`config.mk`:
```
export PLATFORM = sky130hd
export DESIGN_NAME = keyboard_buffer_service
export DESIGN_NICKNAME = d
export VERILOG_FILES = /design/src/design/kbs_pkg.sv /design/src/design/kbs_ctrl.sv /design/src/design/kbs_dp.sv /design/src/design/keyboard_buffer_service.sv
export SDC_FILE = /design/constraint.sdc
export NUM_CORES = 1
export LEC_CHECK = 0
export BUFFER_PORTS_ARGS = -buffer_cell sky130_fd_sc_hd__buf_2
export CORE_ASPECT_RATIO = 0.7
export CORE_UTILIZATION = 35
export DETAILED_ROUTE_END_ITERATION = 10
export PLACE_DENSITY = 0.62
export SKIP_CTS_REPAIR_TIMING = 1
export SLEW_MARGIN = 20
export SYNTH_ARGS = -nofsm -noshare
export SYNTH_HDL_FRONTEND = slang
export SYNTH_SLANG_ARGS = --single-unit
export TNS_END_PERCENT = 30
```
`constraint.sdc`:
```
create_clock -name clk -period 7.4 [get_ports clk]
set_input_delay 1.11 -clock clk [delete_from_list [all_inputs] [get_ports clk]]
set_output_delay 1.11 -clock clk [all_outputs]
set_load 0.005 [all_outputs]
```
`src/design/kbs_pkg.sv`:
```
// package for the keyboard buffer service block
// types, service codes and constants shared by kbs_ctrl, kbs_dp and the top level
// no dependencies
`timescale 1ns / 1ps

package kbs_pkg;

  localparam int unsigned RING_DEPTH_DEF = 16;

  localparam logic [15:0] START_OFF_RST = 16'd30;
  localparam logic [15:0] END_OFF_RST   = 16'd62;

  // service codes (AH of the call)
  localparam logic [7:0] FN_READ      = 8'h00;
  localparam logic [7:0] FN_READ_EXT  = 8'h10;
  localparam logic [7:0] FN_CHECK     = 8'h01;
  localparam logic [7:0] FN_CHECK_EXT = 8'h11;
  localparam logic [7:0] FN_SHIFT     = 8'h02;
  localparam logic [7:0] FN_STORE     = 8'h05;
  localparam logic [7:0] FN_STORE_ALT = 8'hFF;
  localparam logic [7:0] FN_CAPS      = 8'h09;
  localparam logic [7:0] FN_KBD_ID    = 8'h0A;
  localparam logic [7:0] FN_SHIFT_EXT = 8'h12;
  localparam logic [7:0] FN_EXT_AH    = 8'h92;

  // ax write modes
  localparam logic [1:0] AXW_NONE = 2'd0;
  localparam logic [1:0] AXW_AX   = 2'd1;
  localparam logic [1:0] AXW_AL   = 2'd2;
  localparam logic [1:0] AXW_AH   = 2'd3;

  // reply constants
  localparam logic [7:0]  CAPS_VAL       = 8'h30;
  localparam logic [15:0] KBD_ID_VAL     = 16'hAB83;
  localparam logic [7:0]  EXT_AH_VAL     = 8'h80;
  localparam logic [7:0]  RCTRL_ALT_MASK = 8'h0C;

  // configuration register indexes
  localparam logic REG_START_OFF = 1'b0;
  localparam logic REG_END_OFF   = 1'b1;

  typedef struct packed {
    logic [7:0]  func;
    logic [15:0] key_word;
    logic [7:0]  shift_flags_main;
    logic [7:0]  shift_flags_second;
    logic [7:0]  shift_flags_extended;
  } kbs_in_t;

  typedef struct packed {
    logic        completed;
    logic [1:0]  ax_write_mode;
    logic [15:0] ax_result;
    logic        bx_write;
    logic [15:0] bx_result;
    logic        zero_flag_write;
    logic        zero_flag_value;
    logic        carry_clear;
  } kbs_out_t;

  typedef enum logic [5:0] {
    ST_IDLE = 6'b000001,
    ST_ADDR = 6'b000010,
    ST_MUL  = 6'b000100,
    ST_MOD  = 6'b001000,
    ST_READ = 6'b010000,
    ST_EXEC = 6'b100000
  } kbs_state_t;

  typedef struct packed {
    logic capture;
    logic addr;
    logic mul;
    logic modr;
    logic rd;
    logic exec;
  } kbs_cmd_t;

endpackage

```
`src/design/kbs_ctrl.sv`:
```
// sequencer for the keyboard buffer service block
// steps one item through address, slot and ring access phases; uses kbs_pkg
`timescale 1ns / 1ps

module kbs_ctrl import kbs_pkg::*; (
  input  logic     clk,
  input  logic     rst_n,
  input  logic     start,
  output logic     busy,
  output kbs_cmd_t cmd
);

  kbs_state_t state_r, state_nxt;

  always_comb begin
    state_nxt = state_r;
    case (state_r)
      ST_IDLE: begin
        if (start) state_nxt = ST_ADDR;
      end
      ST_ADDR: state_nxt = ST_MUL;
      ST_MUL:  state_nxt = ST_MOD;
      ST_MOD:  state_nxt = ST_READ;
      ST_READ: state_nxt = ST_EXEC;
      ST_EXEC: state_nxt = ST_IDLE;
      default: state_nxt = ST_IDLE;
    endcase
  end

  always_ff @(posedge clk) begin
    if (!rst_n) begin
      state_r <= ST_IDLE;
    end else begin
      state_r <= state_nxt;
    end
  end

  assign busy        = (state_r != ST_IDLE);
  assign cmd.capture = (state_r == ST_IDLE) && start;
  assign cmd.addr    = (state_r == ST_ADDR);
  assign cmd.mul     = (state_r == ST_MUL);
  assign cmd.modr    = (state_r == ST_MOD);
  assign cmd.rd      = (state_r == ST_READ);
  assign cmd.exec    = (state_r == ST_EXEC);

endmodule

```
`src/design/kbs_dp.sv`:
```
// datapath for the keyboard buffer service block
// holds the key ring memory, head/tail offsets, slot arithmetic and result register; uses kbs_pkg
`timescale 1ns / 1ps

module kbs_dp import kbs_pkg::*; #(
  parameter int unsigned RING_DEPTH = RING_DEPTH_DEF
) (
  input  logic        clk,
  input  logic        rst_n,
  input  kbs_cmd_t    cmd,
  input  kbs_in_t     in_item,
  input  logic [15:0] start_off,
  input  logic [15:0] end_off,
  output logic        out_valid,
  output kbs_out_t    out_item
);

  localparam int unsigned SLOT_W = $clog2(RING_DEPTH);
  // reciprocal for an exact 15-bit quotient by the ring depth
  localparam int unsigned RECIP_SH = 15 + $clog2(RING_DEPTH);
  localparam logic [16:0] RECIP =
    17'(((64'd1 << RECIP_SH) + 64'(RING_DEPTH) - 64'd1) / 64'(RING_DEPTH));
  localparam logic [15:0] DEPTH_16 = 16'(RING_DEPTH);
  localparam logic [23:0] DEPTH_24 = 24'(RING_DEPTH);
  localparam logic [16:0] SPAN_MAX = 17'(2 * RING_DEPTH);

  logic [15:0] ring_mem [RING_DEPTH];

  kbs_in_t     in_r;
  logic [15:0] head_r, tail_r;
  logic [14:0] xh_r, xt_r;
  logic [15:0] adv_h_r, adv_t_r;
  logic [14:0] qh_r, qt_r;
  logic [15:0] rh_r, rt_r;
  logic [SLOT_W-1:0] tail_slot_r;
  logic [15:0] rd_data_r;
  logic        out_valid_r;
  kbs_out_t    out_item_r;

  logic [15:0] span;
  logic [16:0] eff_end;
  logic [31:0] prod_h, prod_t;
  logic [23:0] qd_h, qd_t;
  logic [15:0] hs, ts;
  logic [SLOT_W-1:0] head_slot;
  logic        empty, full, is_store, is_read;
  kbs_out_t    res;

  function automatic logic [15:0] advance(input logic [15:0] p, input logic [16:0] lim,
                                          input logic [15:0] base);
    logic [16:0] n;
    n = {1'b0, p} + 17'd2;
    if (n >= lim) return base;
    return n[15:0];
  endfunction

  assign span    = end_off - start_off;
  assign eff_end = ({1'b0, span} > SPAN_MAX) ? ({1'b0, start_off} + SPAN_MAX)
                                             : {1'b0, end_off};

  assign prod_h = {17'b0, xh_r} * {15'b0, RECIP};
  assign prod_t = {17'b0, xt_r} * {15'b0, RECIP};
  assign qd_h   = {9'b0, qh_r} * DEPTH_24;
  assign qd_t   = {9'b0, qt_r} * DEPTH_24;

  // one compare and subtract finishes the remainder
  assign hs        = (rh_r >= DEPTH_16) ? (rh_r - DEPTH_16) : rh_r;
  assign ts        = (rt_r >= DEPTH_16) ? (rt_r - DEPTH_16) : rt_r;
  assign head_slot = hs[SLOT_W-1:0];

  always_ff @(posedge clk) begin
    if (cmd.capture) in_r <= in_item;
    if (cmd.addr) begin
      xh_r    <= 15'((head_r - start_off) >> 1);
      xt_r    <= 15'((tail_r - start_off) >> 1);
      adv_h_r <= advance(head_r, eff_end, start_off);
      adv_t_r <= advance(tail_r, eff_end, start_off);
    end
    if (cmd.mul) begin
      qh_r <= 15'(prod_h >> RECIP_SH);
      qt_r <= 15'(prod_t >> RECIP_SH);
    end
    if (cmd.modr) begin
      rh_r <= {1'b0, xh_r} - qd_h[15:0];
      rt_r <= {1'b0, xt_r} - qd_t[15:0];
    end
    if (cmd.rd) begin
      rd_data_r   <= ring_mem[head_slot];
      tail_slot_r <= ts[SLOT_W-1:0];
    end
    if (cmd.exec && is_store && !full) ring_mem[tail_slot_r] <= in_r.key_word;
    if (cmd.exec) out_item_r <= res;
  end

  assign empty    = (head_r == tail_r);
  assign full     = (adv_t_r == head_r);
  assign is_store = (in_r.func == FN_STORE) || (in_r.func == FN_STORE_ALT);
  assign is_read  = (in_r.func == FN_READ) || (in_r.func == FN_READ_EXT);

  always_comb begin
    res = '0;
    res.completed = 1'b1;
    case (in_r.func)
      FN_READ, FN_READ_EXT: begin
        if (empty) begin
          res.completed = 1'b0;
        end else begin
          res.ax_write_mode = AXW_AX;
          res.ax_result     = rd_data_r;
        end
      end
      FN_CHECK, FN_CHECK_EXT: begin
        res.carry_clear     = 1'b1;
        res.zero_flag_write = 1'b1;
        if (empty) begin
          res.zero_flag_value = 1'b1;
        end else begin
          res.ax_write_mode = AXW_AX;
          res.ax_result     = rd_data_r;
        end
      end
      FN_SHIFT: begin
        res.ax_write_mode = AXW_AL;
        res.ax_result     = {8'h00, in_r.shift_flags_main};
      end
      FN_STORE: begin
        res.ax_write_mode = AXW_AL;
        res.ax_result     = {15'b0, full};
      end
      FN_STORE_ALT: begin
        res.ax_write_mode = AXW_AL;
        res.ax_result     = {15'b0, full};
        res.carry_clear   = 1'b1;
      end
      FN_CAPS: begin
        res.ax_write_mode = AXW_AL;
        res.ax_result     = {8'h00, CAPS_VAL};
      end
      FN_KBD_ID: begin
        res.bx_write  = 1'b1;
        res.bx_result = KBD_ID_VAL;
      end
      FN_SHIFT_EXT: begin
        // right ctrl/alt bits come from the extended byte
        res.ax_write_mode = AXW_AX;
        res.ax_result     = {(in_r.shift_flags_second & ~RCTRL_ALT_MASK) |
                             (in_r.shift_flags_extended & RCTRL_ALT_MASK),
                             in_r.shift_flags_main};
      end
      FN_EXT_AH: begin
        res.ax_write_mode = AXW_AH;
        res.ax_result     = {EXT_AH_VAL, 8'h00};
      end
      default: begin
        res.completed = 1'b1;
      end
    endcase
  end

  always_ff @(posedge clk) begin
    if (!rst_n) begin
      head_r      <= START_OFF_RST;
      tail_r      <= START_OFF_RST;
      out_valid_r <= 1'b0;
    end else begin
      out_valid_r <= cmd.exec;
      if (cmd.exec && is_read && !empty) head_r <= adv_h_r;
      if (cmd.exec && is_store && !full) tail_r <= adv_t_r;
    end
  end

  assign out_valid = out_valid_r;
  assign out_item  = out_item_r;

endmodule

```
`src/design/keyboard_buffer_service.sv`:
```
// top level of the keyboard buffer service block: configuration registers and
// the kbs_ctrl sequencer joined to the kbs_dp datapath; uses kbs_pkg
//
//  channel   handshake                      payload
//  input     start / busy                   in_item   (kbs_in_t)
//  result    out_valid strobe, one cycle    out_item  (kbs_out_t)
//  config    psel penable pwrite pready     paddr, pwdata / prdata
//
// one item at a time, a new one taken only while busy is low: accept, pointer
// advance, reciprocal multiply, remainder, registered ring read, then execute
// result strobes in the cycle after execute, when busy has already dropped
// reset (rst_n low, synchronous) empties the ring and restores offsets 30 and 62
// results cannot be stalled; the strobe is never repeated
`timescale 1ns / 1ps

module keyboard_buffer_service import kbs_pkg::*; #(
  parameter int unsigned RING_DEPTH = RING_DEPTH_DEF
) (
  input  logic        clk,
  input  logic        rst_n,
  input  logic        start,
  output logic        busy,
  input  kbs_in_t     in_item,
  output logic        out_valid,
  output kbs_out_t    out_item,
  input  logic        psel,
  input  logic        penable,
  input  logic        pwrite,
  input  logic [2:0]  paddr,
  input  logic [31:0] pwdata,
  output logic [31:0] prdata,
  output logic        pready
);

  logic [15:0] start_off_r, end_off_r;
  logic        cfg_wr;
  kbs_cmd_t    cmd;

  assign pready = 1'b1;
  assign cfg_wr = psel && penable && pwrite && pready;

  always_ff @(posedge clk) begin
    if (!rst_n) begin
      start_off_r <= START_OFF_RST;
      end_off_r   <= END_OFF_RST;
    end else if (cfg_wr) begin
      if (paddr[2] == REG_START_OFF) start_off_r <= pwdata[15:0];
      if (paddr[2] == REG_END_OFF)   end_off_r   <= pwdata[15:0];
    end
  end

  assign prdata = (paddr[2] == REG_END_OFF) ? {16'h0000, end_off_r} : {16'h0000, start_off_r};

  kbs_ctrl u_ctrl (
    .clk   (clk),
    .rst_n (rst_n),
    .start (start),
    .busy  (busy),
    .cmd   (cmd)
  );

  kbs_dp #(
    .RING_DEPTH (RING_DEPTH)
  ) u_dp (
    .clk       (clk),
    .rst_n     (rst_n),
    .cmd       (cmd),
    .in_item   (in_item),
    .start_off (start_off_r),
    .end_off   (end_off_r),
    .out_valid (out_valid),
    .out_item  (out_item)
  );

  a_accept_busy: assert property (@(posedge clk) disable iff (!rst_n)
    start && !busy |=> busy)
    else $error("accepted item did not raise busy");

  a_result_after_work: assert property (@(posedge clk) disable iff (!rst_n)
    out_valid |-> $past(busy))
    else $error("result strobe without an item in progress");

  a_single_strobe: assert property (@(posedge clk) disable iff (!rst_n)
    out_valid |=> !out_valid)
    else $error("result strobe held for more than one cycle");

  a_strobe_idle: assert property (@(posedge clk) disable iff (!rst_n)
    out_valid |-> !busy)
    else $error("result strobe while the sequencer is still busy");

endmodule
```
=== Word level (Yosys, flattened, before mapping) ===
Memory sizes are Yosys's and may differ from the RTL's. A register that Yosys moved wholly into a read port is not among the register bits.
Cells that the tools add are included.

* Add/sub/neg operators: 10
* Magnitude comparators: 5
* Eq/ne operators: 20
* Muxes and demuxes: 23
* Bitwise logic cells: 2
* Reduce and logical (&&, ||, !) cells: 19

{| class="wikitable"
|+ Operators by type and width
! kind !! count
|-
| 18-bit case mux with 6 select lines || 1
|-
| 16-bit two-way mux || 5
|-
| 17-bit two-way mux || 3
|-
| 16-bit subtractor || 3
|-
| 16-bit by 2-bit adder with 17-bit output (second input constant) || 2
|-
| 17-bit greater-or-equal comparator || 2
|-
| 16-bit == test || 2
|-
| 16-bit by 5-bit greater-or-equal comparator with 1-bit output (second input constant) || 2
|-
| 15-bit by 15-bit subtractor with 16-bit output || 2
|-
| 6-bit case mux with 5 select lines || 1
|-
| 8-bit by 5-bit == test with 1-bit output (second input constant) || 3
|-
| 16-bit by 6-bit adder with 17-bit output (second input constant) || 1
|-
| 8-bit by 4-bit == test with 1-bit output (second input constant) || 2
|-
| 8-bit == test (second input constant) || 2
|-
| 16-bit by 6-bit greater-than comparator with 1-bit output (second input constant) || 1
|-
| 1-bit two-way mux || 9
|-
| 8-bit by 1-bit == test with 1-bit output (second input constant) || 1
|-
| 8-bit by 2-bit == test with 1-bit output (second input constant) || 1
|-
| 8-bit by 3-bit == test with 1-bit output (second input constant) || 1
|-
| 8-bit logical NOT || 1
|-
| 4-bit two-way mux || 2
|-
| 8-bit by 4-bit OR with 8-bit output || 1
|-
| 4-bit by 1-bit subtractor with 4-bit output (second input constant) || 2
|-
| 1-bit logical AND || 7
|-
| other kinds (17) || 22
|}

* Register bits after elaboration: 274
* Memory bits (writable): 256
* Word-level logic and storage cells: 108
* Memories: 1

{| class="wikitable"
|+ Memory list
! name !! depth !! width !! rd ports !! clocked after Yosys merged registers in !! wr ports !! RTL line !! source
|-
| u_dp.ring_mem || 16 || 16 || 1 || 1 || 1 || kbs_dp.sv:27 || <nowiki>logic [15:0] ring_mem [RING_DEPTH];</nowiki>
|}

=== Logic depth before layout (Yosys ltp) ===
* Depth after elaboration: 7
* Mapped depth: 26
* Gate-level depth less buffers: 23

=== Cells and area by module ===
Synthesis repeated with hierarchy kept, for this count alone.

* Cells, all modules: 1345
* Area total of the unflattened synthesis: 20739.9 µm²

{| class="wikitable"
|+ Modules (own cells, without submodules)
! module !! times used !! cells each !! area each (µm²) !! seq. area each (µm²)
|-
| kbs_dp || 1 || 1149 || 18829.3 || 12281.8
|-
| keyboard_buffer_service || 1 || 160 || 1601.5 || 640.6
|-
| kbs_ctrl || 1 || 36 || 309.0 || 120.1
|}

=== Worst setup path before layout ===
No wires, ideal clock.

* Kind: register -> register
* Start point: register start_off_r[1]
* End point: register u_dp.adv_h_r[10] (data pin)
* Setup time: 0.260 ns
* Arrival: 5.065 ns
* Data required time: 7.140 ns
* Setup slack: 2.074 ns
* Stages on the path, launching flop included: 24
* Path buffers: 3
* Path through: dfxtp_1 inv_1 ha_1 nor2b_1 o221a_2 o21a_1 nor2_1 a2111oi_1 mux2i_1 and4_4 buf_12 clkbuf_1 mux2i_1 ha_1 a21o_1 a21oi_1 nor2_1 nor2_1 a21oi_1 a211oi_1 o21ai_0 a311oi_4 buf_8 mux2_4

* Cells in the longest elaborated chain, start to end: 7
* Elaborated cells on any way between the ends: 8

{| class="wikitable"
|+ RTL lines
! what !! RTL line !! source
|-
| from (decl) || keyboard_buffer_service.sv:35 || <nowiki>logic [15:0] start_off_r, end_off_r;</nowiki>
|-
| from (signal assigned) || keyboard_buffer_service.sv:47 || <nowiki>if (paddr[2] == REG_START_OFF) start_off_r <= pwdata[15:0];</nowiki>
|-
| 16-bit subtractor || kbs_dp.sv:57 || <nowiki>assign span = end_off - start_off;</nowiki>
|-
| 16-bit by 6-bit greater-than comparator with 1-bit output || kbs_dp.sv:58 || <nowiki>assign eff_end = ({1'b0, span} > SPAN_MAX) ? ({1'b0, start_off} + SPAN_MAX)</nowiki>
|-
| 17-bit two-way mux (*) || kbs_dp.sv:58 ||
|-
| 17-bit greater-or-equal comparator (*) || kbs_dp.sv:53 || <nowiki>if (n >= lim) return base;</nowiki>
|-
| 1-bit two-way mux (*) || kbs_dp.sv:53 ||
|-
| 1-bit two-way mux (*) || kbs_dp.sv:73 || <nowiki>if (cmd.addr) begin</nowiki>
|-
| 16-bit two-way mux (*) || kbs_dp.sv:54 || <nowiki>return n[15:0];</nowiki>
|-
| to (signal assigned) || kbs_dp.sv:76 || <nowiki>adv_h_r <= advance(head_r, eff_end, start_off);</nowiki>
|-
| to (decl) || kbs_dp.sv:32 || <nowiki>logic [15:0] adv_h_r, adv_t_r;</nowiki>
|}

Every way passes the cells marked *; elsewhere a longest branch is shown, timed or not. The select of a mux whose other input is x is not followed.
A chain may end at the register's enable or synchronous reset.

=== Worst setup path in the final report ===
* Start point: register start_off_r[1]
* End point: register u_dp.adv_h_r[0] (data pin)

The elaborated chain is that of the path after synthesis.

==> flow_metrics.tcl <==
set metrics [dict create \
    first_iter_violations 986 \
    port_buffers 111 \
    synth-simple-area-share_pct 8.03 \
    crit_required_ns 7.71 \
    clock.fmax_mhz 152 \
    peakVddDrop_mv 0.169 \
    ys_seq_elements 458 \
    async_reset_ff_share_pct 0 \
    nFillCells 5314 \
    min_period_ns 6.59 \
    coreArea_um2 58300 \
    grt_pass1_vias 11416 \
    dp.final_hpwl_um 31200 \
    comb_power_share_pct 3.7 \
    fin_nets 1676 \
    cts_max_level 2 \
    cellPowerDensity_nw_per_um2 229 \
    grt_max_degree 70 \
    final_max_slew_viol_count 0 \
    start_util_pct 35.4 \
    synth_flop_cell "edfxtp_1" \
    switching_share_pct 21.2 \
    yosys.area_share.adder_pct 3.68 \
    setup_viol 0 \
    dp.cells 2241 \
    cts_sinks 458 \
    cts_made_buffers 45 \
    tns_ns 0 \
    cts.path.max_buffers 3 \
    cts_root_buffer "clkbuf_16" \
    drt-met1-wl_um 23800 \
    fp-row-count 74 \
    synth_mux_area_share_pct 12.4 \
    synth_compound_area_share_pct 5.86 \
    run_status "finished clean" \
    rrSetupSlack_ns 0.81 \
    rsz0062_at_grt "false" \
    drt-pass1-iter-count 5 \
    antennaDiodeCount 0 \
    startpoint_type "flop" \
    num_vias 12082 \
    power_switching_uw 1140 \
    crit_path_top_delay_cell "a2111oi_1" \
    hold_path_class "flop to flop" \
    die_w_um 292 \
    endpoint_kind "flop" \
    path_class "flop to flop" \
    clock_skew_ns 0.0239 \
    synth_xor_area_share_pct 3.56 \
    syn_area_um2 20700 \
    arrival_ns 6.90 \
    syn_to_final_growth_pct 13.6 \
    timing.critical_path.buf_inv 2 \
    antenna_found_initial 1 \
    antenna_left 0 \
    grt_pass1_wl_um 71000 \
    internal_power_uw 4250 \
    pin_count 163 \
    maxCapViolations 0 \
    clk_pin_slew_ns 0.06 \
    crit_family "compound AO/OA/AOI/OAI gates" \
    yosysWarningCount 0 \
    cts_tree "yes" \
    top_layer_used "met5" \
    synth_area_per_cell_um2 14.6 \
    slowest_delay_ns 0.62 \
    cpMostUsedCell "nor2_1" \
    hold_violations 0 \
    seqPwrFrac_pct 53.5 \
    ys_types 69 \
    drc 0 \
    wl_met2_um 19900 \
    die-area_um2 60000 \
    grtUsageTotal_pct 15.7 \
    place.gp.congestion 0.905 \
    die_h_um 205 \
    grt-ovfl-total 0 \
    via_per_inst 5.21 \
    instances_no_fill 2320 \
    period_share_pct 89.0 \
    relSlewSlack_pct 26.8 \
    layout-drive-gt1-share_pct 22.2 \
    p_leak_uw 0.00827 \
    synth_edf_count 387 \
    synthCells 1416 \
    yosysSeqAreaShare_pct 63.1 \
    crit_chain "inv_1 > ha_1 > nor2b_1 > o221a_2 > o21a_1 > nor2_1 > a2111oi_1 > mux2i_1 > and4_4 > mux2i_1 > ha_1 > a21o_1 > a21o_1 > a21oi_1 > nor2_1 > nor2_1 > a21oi_1 > a211oi_1 > o21ai_0 > a311oi_4 > buf_4 > mux2_2" \
    pwr-share-clk_pct 42.7 \
    synth_top_family_by_area "multiplexers" \
    wl_met3_um 2730 \
    postRouteWirelength_um 47200 \
    worstMarginPinSlew_ns 1.10 \
    insertion_delay_ns 0.58 \
    post_drt_wl_per_cell_um 20.3 \
    path_max_fanout 18 \
]
[cell type report]
class | instances | area (µm²) | area share, %
sequential | 458 | 13000 | 55.6
multi-input combinational | 843 | 7090 | 30.2
clock buffer | 53 | 1160 | 4.92
tap | 760 | 951 | 4.05
timing repair buffer | 143 | 800 | 3.41
clock inverter | 26 | 299 | 1.27
inverter | 37 | 139 | 0.592
[layer usage]
layer	vias to the layer above	global-route usage (%)
met1	6117	24.9
met2	389	22.2
met3	60	2.51
met4	2	3.74
met5	-	0
li1	5514	-
[worst reg2reg max path: stages, from the launching register on]
cell	delay (ns)
dfxtp_1	0.53
inv_1	0.24
ha_1	0.33
nor2b_1	0.17
o221a_2	0.24
o21a_1	0.12
nor2_1	0.06
a2111oi_1	0.62
mux2i_1	0.25
and4_4	0.46
mux2i_1	0.30
ha_1	0.28
a21o_1	0.17
a21o_1	0.18
a21oi_1	0.27
nor2_1	0.09
nor2_1	0.09
a21oi_1	0.08
a211oi_1	0.61
o21ai_0	0.29
a311oi_4	0.25
buf_4	0.35
mux2_2	0.38
[registers in the layout, indices dropped and copies added (netlist names)]
signal and flops:
end_off_r 16, start_off_r 16, u_ctrl.state_r 6, u_dp.adv_h_r 16, u_dp.adv_t_r 16, u_dp.head_r 16, u_dp.in_r 40, u_dp.out_item 23
u_dp.out_valid 1, u_dp.rd_data_r 16, u_dp.rh_r 4, u_dp.ring_mem 256, u_dp.rt_r 4, u_dp.tail_r 16, u_dp.tail_slot_r 4, u_dp.xh_r 4
u_dp.xt_r 4
[path summary, 6_finish.rpt]
path                                                  start                            end  cells past startpoint
worst min register to register       u_dp.rt_r[0]$_DFFE_PP_  u_dp.tail_slot_r[0]$_DFFE_PN_                      0
worst min-delay path                 u_dp.rt_r[0]$_DFFE_PP_  u_dp.tail_slot_r[0]$_DFFE_PN_                      0
worst max-delay path            start_off_r[1]$_SDFFE_PN1P_      u_dp.adv_h_r[0]$_DFFE_PP_                     22
worst max register to register  start_off_r[1]$_SDFFE_PN1P_      u_dp.adv_h_r[0]$_DFFE_PP_                     22
[cells in the final DEF, fill, tap and decap left out, types with 13 or more instances in the layout]
master	synthesis	routed
a21o_1	14	14
xor2_1	36	36
dfxtp_1	71	71
a21oi_1	31	31
buf_4	34	31
inv_1	37	37
nand4_1	19	19
xnor2_1	48	48
o21ai_0	35	35
mux4_2	80	80
clkbuf_16	0	45
nand3_1	38	38
ha_1	56	56
mux2i_1	36	36
nor2_1	65	52
mux2_2	24	24
conb_1	2	25
nand2_1	149	149
nor2_2	0	13
buf_2	5	111
nor2b_1	20	20
nor3_1	17	13
a21boi_0	36	36
edfxtp_1	387	387
[metrics by stage]
| step | power, µW | hold WS (ns) | setup slack, ns | utilization (%) | instance area (µm²) |
|---|---|---|---|---|---|
| 2_1_floorplan | 3060 | 0.400 | 2.07 | - | 20800 |
| 3_3_place_gp | 3130 | 0.406 | 0.851 | 37.7 | 22000 |
| 3_5_place_dp | 3140 | 0.405 | 0.940 | 37.7 | 22000 |
| 4_1_cts | 5450 | 0.419 | 0.870 | 40.2 | 23500 |
| 5_1_grt | 5570 | 0.426 | 0.498 | 40.3 | 23500 |
| 6_report | 5390 | 0.418 | 0.813 | 40.3 | 23500 |
[Yosys cell counts, types with 4 or more instances]
cell,instances,area share [%]
clkbuf_1,50,0.91
a21boi_0,36,1.3
mux2_4,9,0.65
nor3_1,17,0.41
o211ai_1,7,0.25
buf_4,34,1.2
nand4_1,19,0.58
o21ai_0,35,0.85
buf_1,9,0.16
and2_1,4,0.12
a21o_1,14,0.51
nor2_1,65,1.2
ha_1,56,3.4
edfxtp_1,387,56
nand2_1,149,2.7
nand3_1,38,0.92
xor2_1,36,1.5
mux2i_1,36,1.7
inv_1,37,0.67
o21a_1,5,0.18
a22o_1,12,0.51
and3_1,7,0.21
buf_2,5,0.12
nor3b_1,4,0.15
mux4_2,80,8.7
xnor2_1,48,2.0
nor4_1,9,0.27
dfxtp_1,71,6.9
nor2b_1,20,0.61
a21oi_1,31,0.75
nand2b_1,9,0.27
mux2_2,24,1.3
[logic make-up (layout without fill, tap and decap cells)]
logic type / Yosys count / in the layout
adders and majority gates: 59 / 59
xor gates and xnor gates: 84 / 84
buffers and inverters: 138 / 259
other: 2 / 25
and+or+nand+nor: 356 / 356
DFF: 458 / 458
muxes: 149 / 149
AOI/OAI and AO/OA: 170 / 170
[power by group through the flow]
stage,Combinational (µW),Sequential (µW),Clock [µW]
after floorplan,147,2920,0
after global placement,195,2930,0
after detailed placement,198,2940,0
after CTS,201,2880,2370
after global routing,222,2890,2460
final,201,2880,2300
Power figures use the tool's default switching activity.
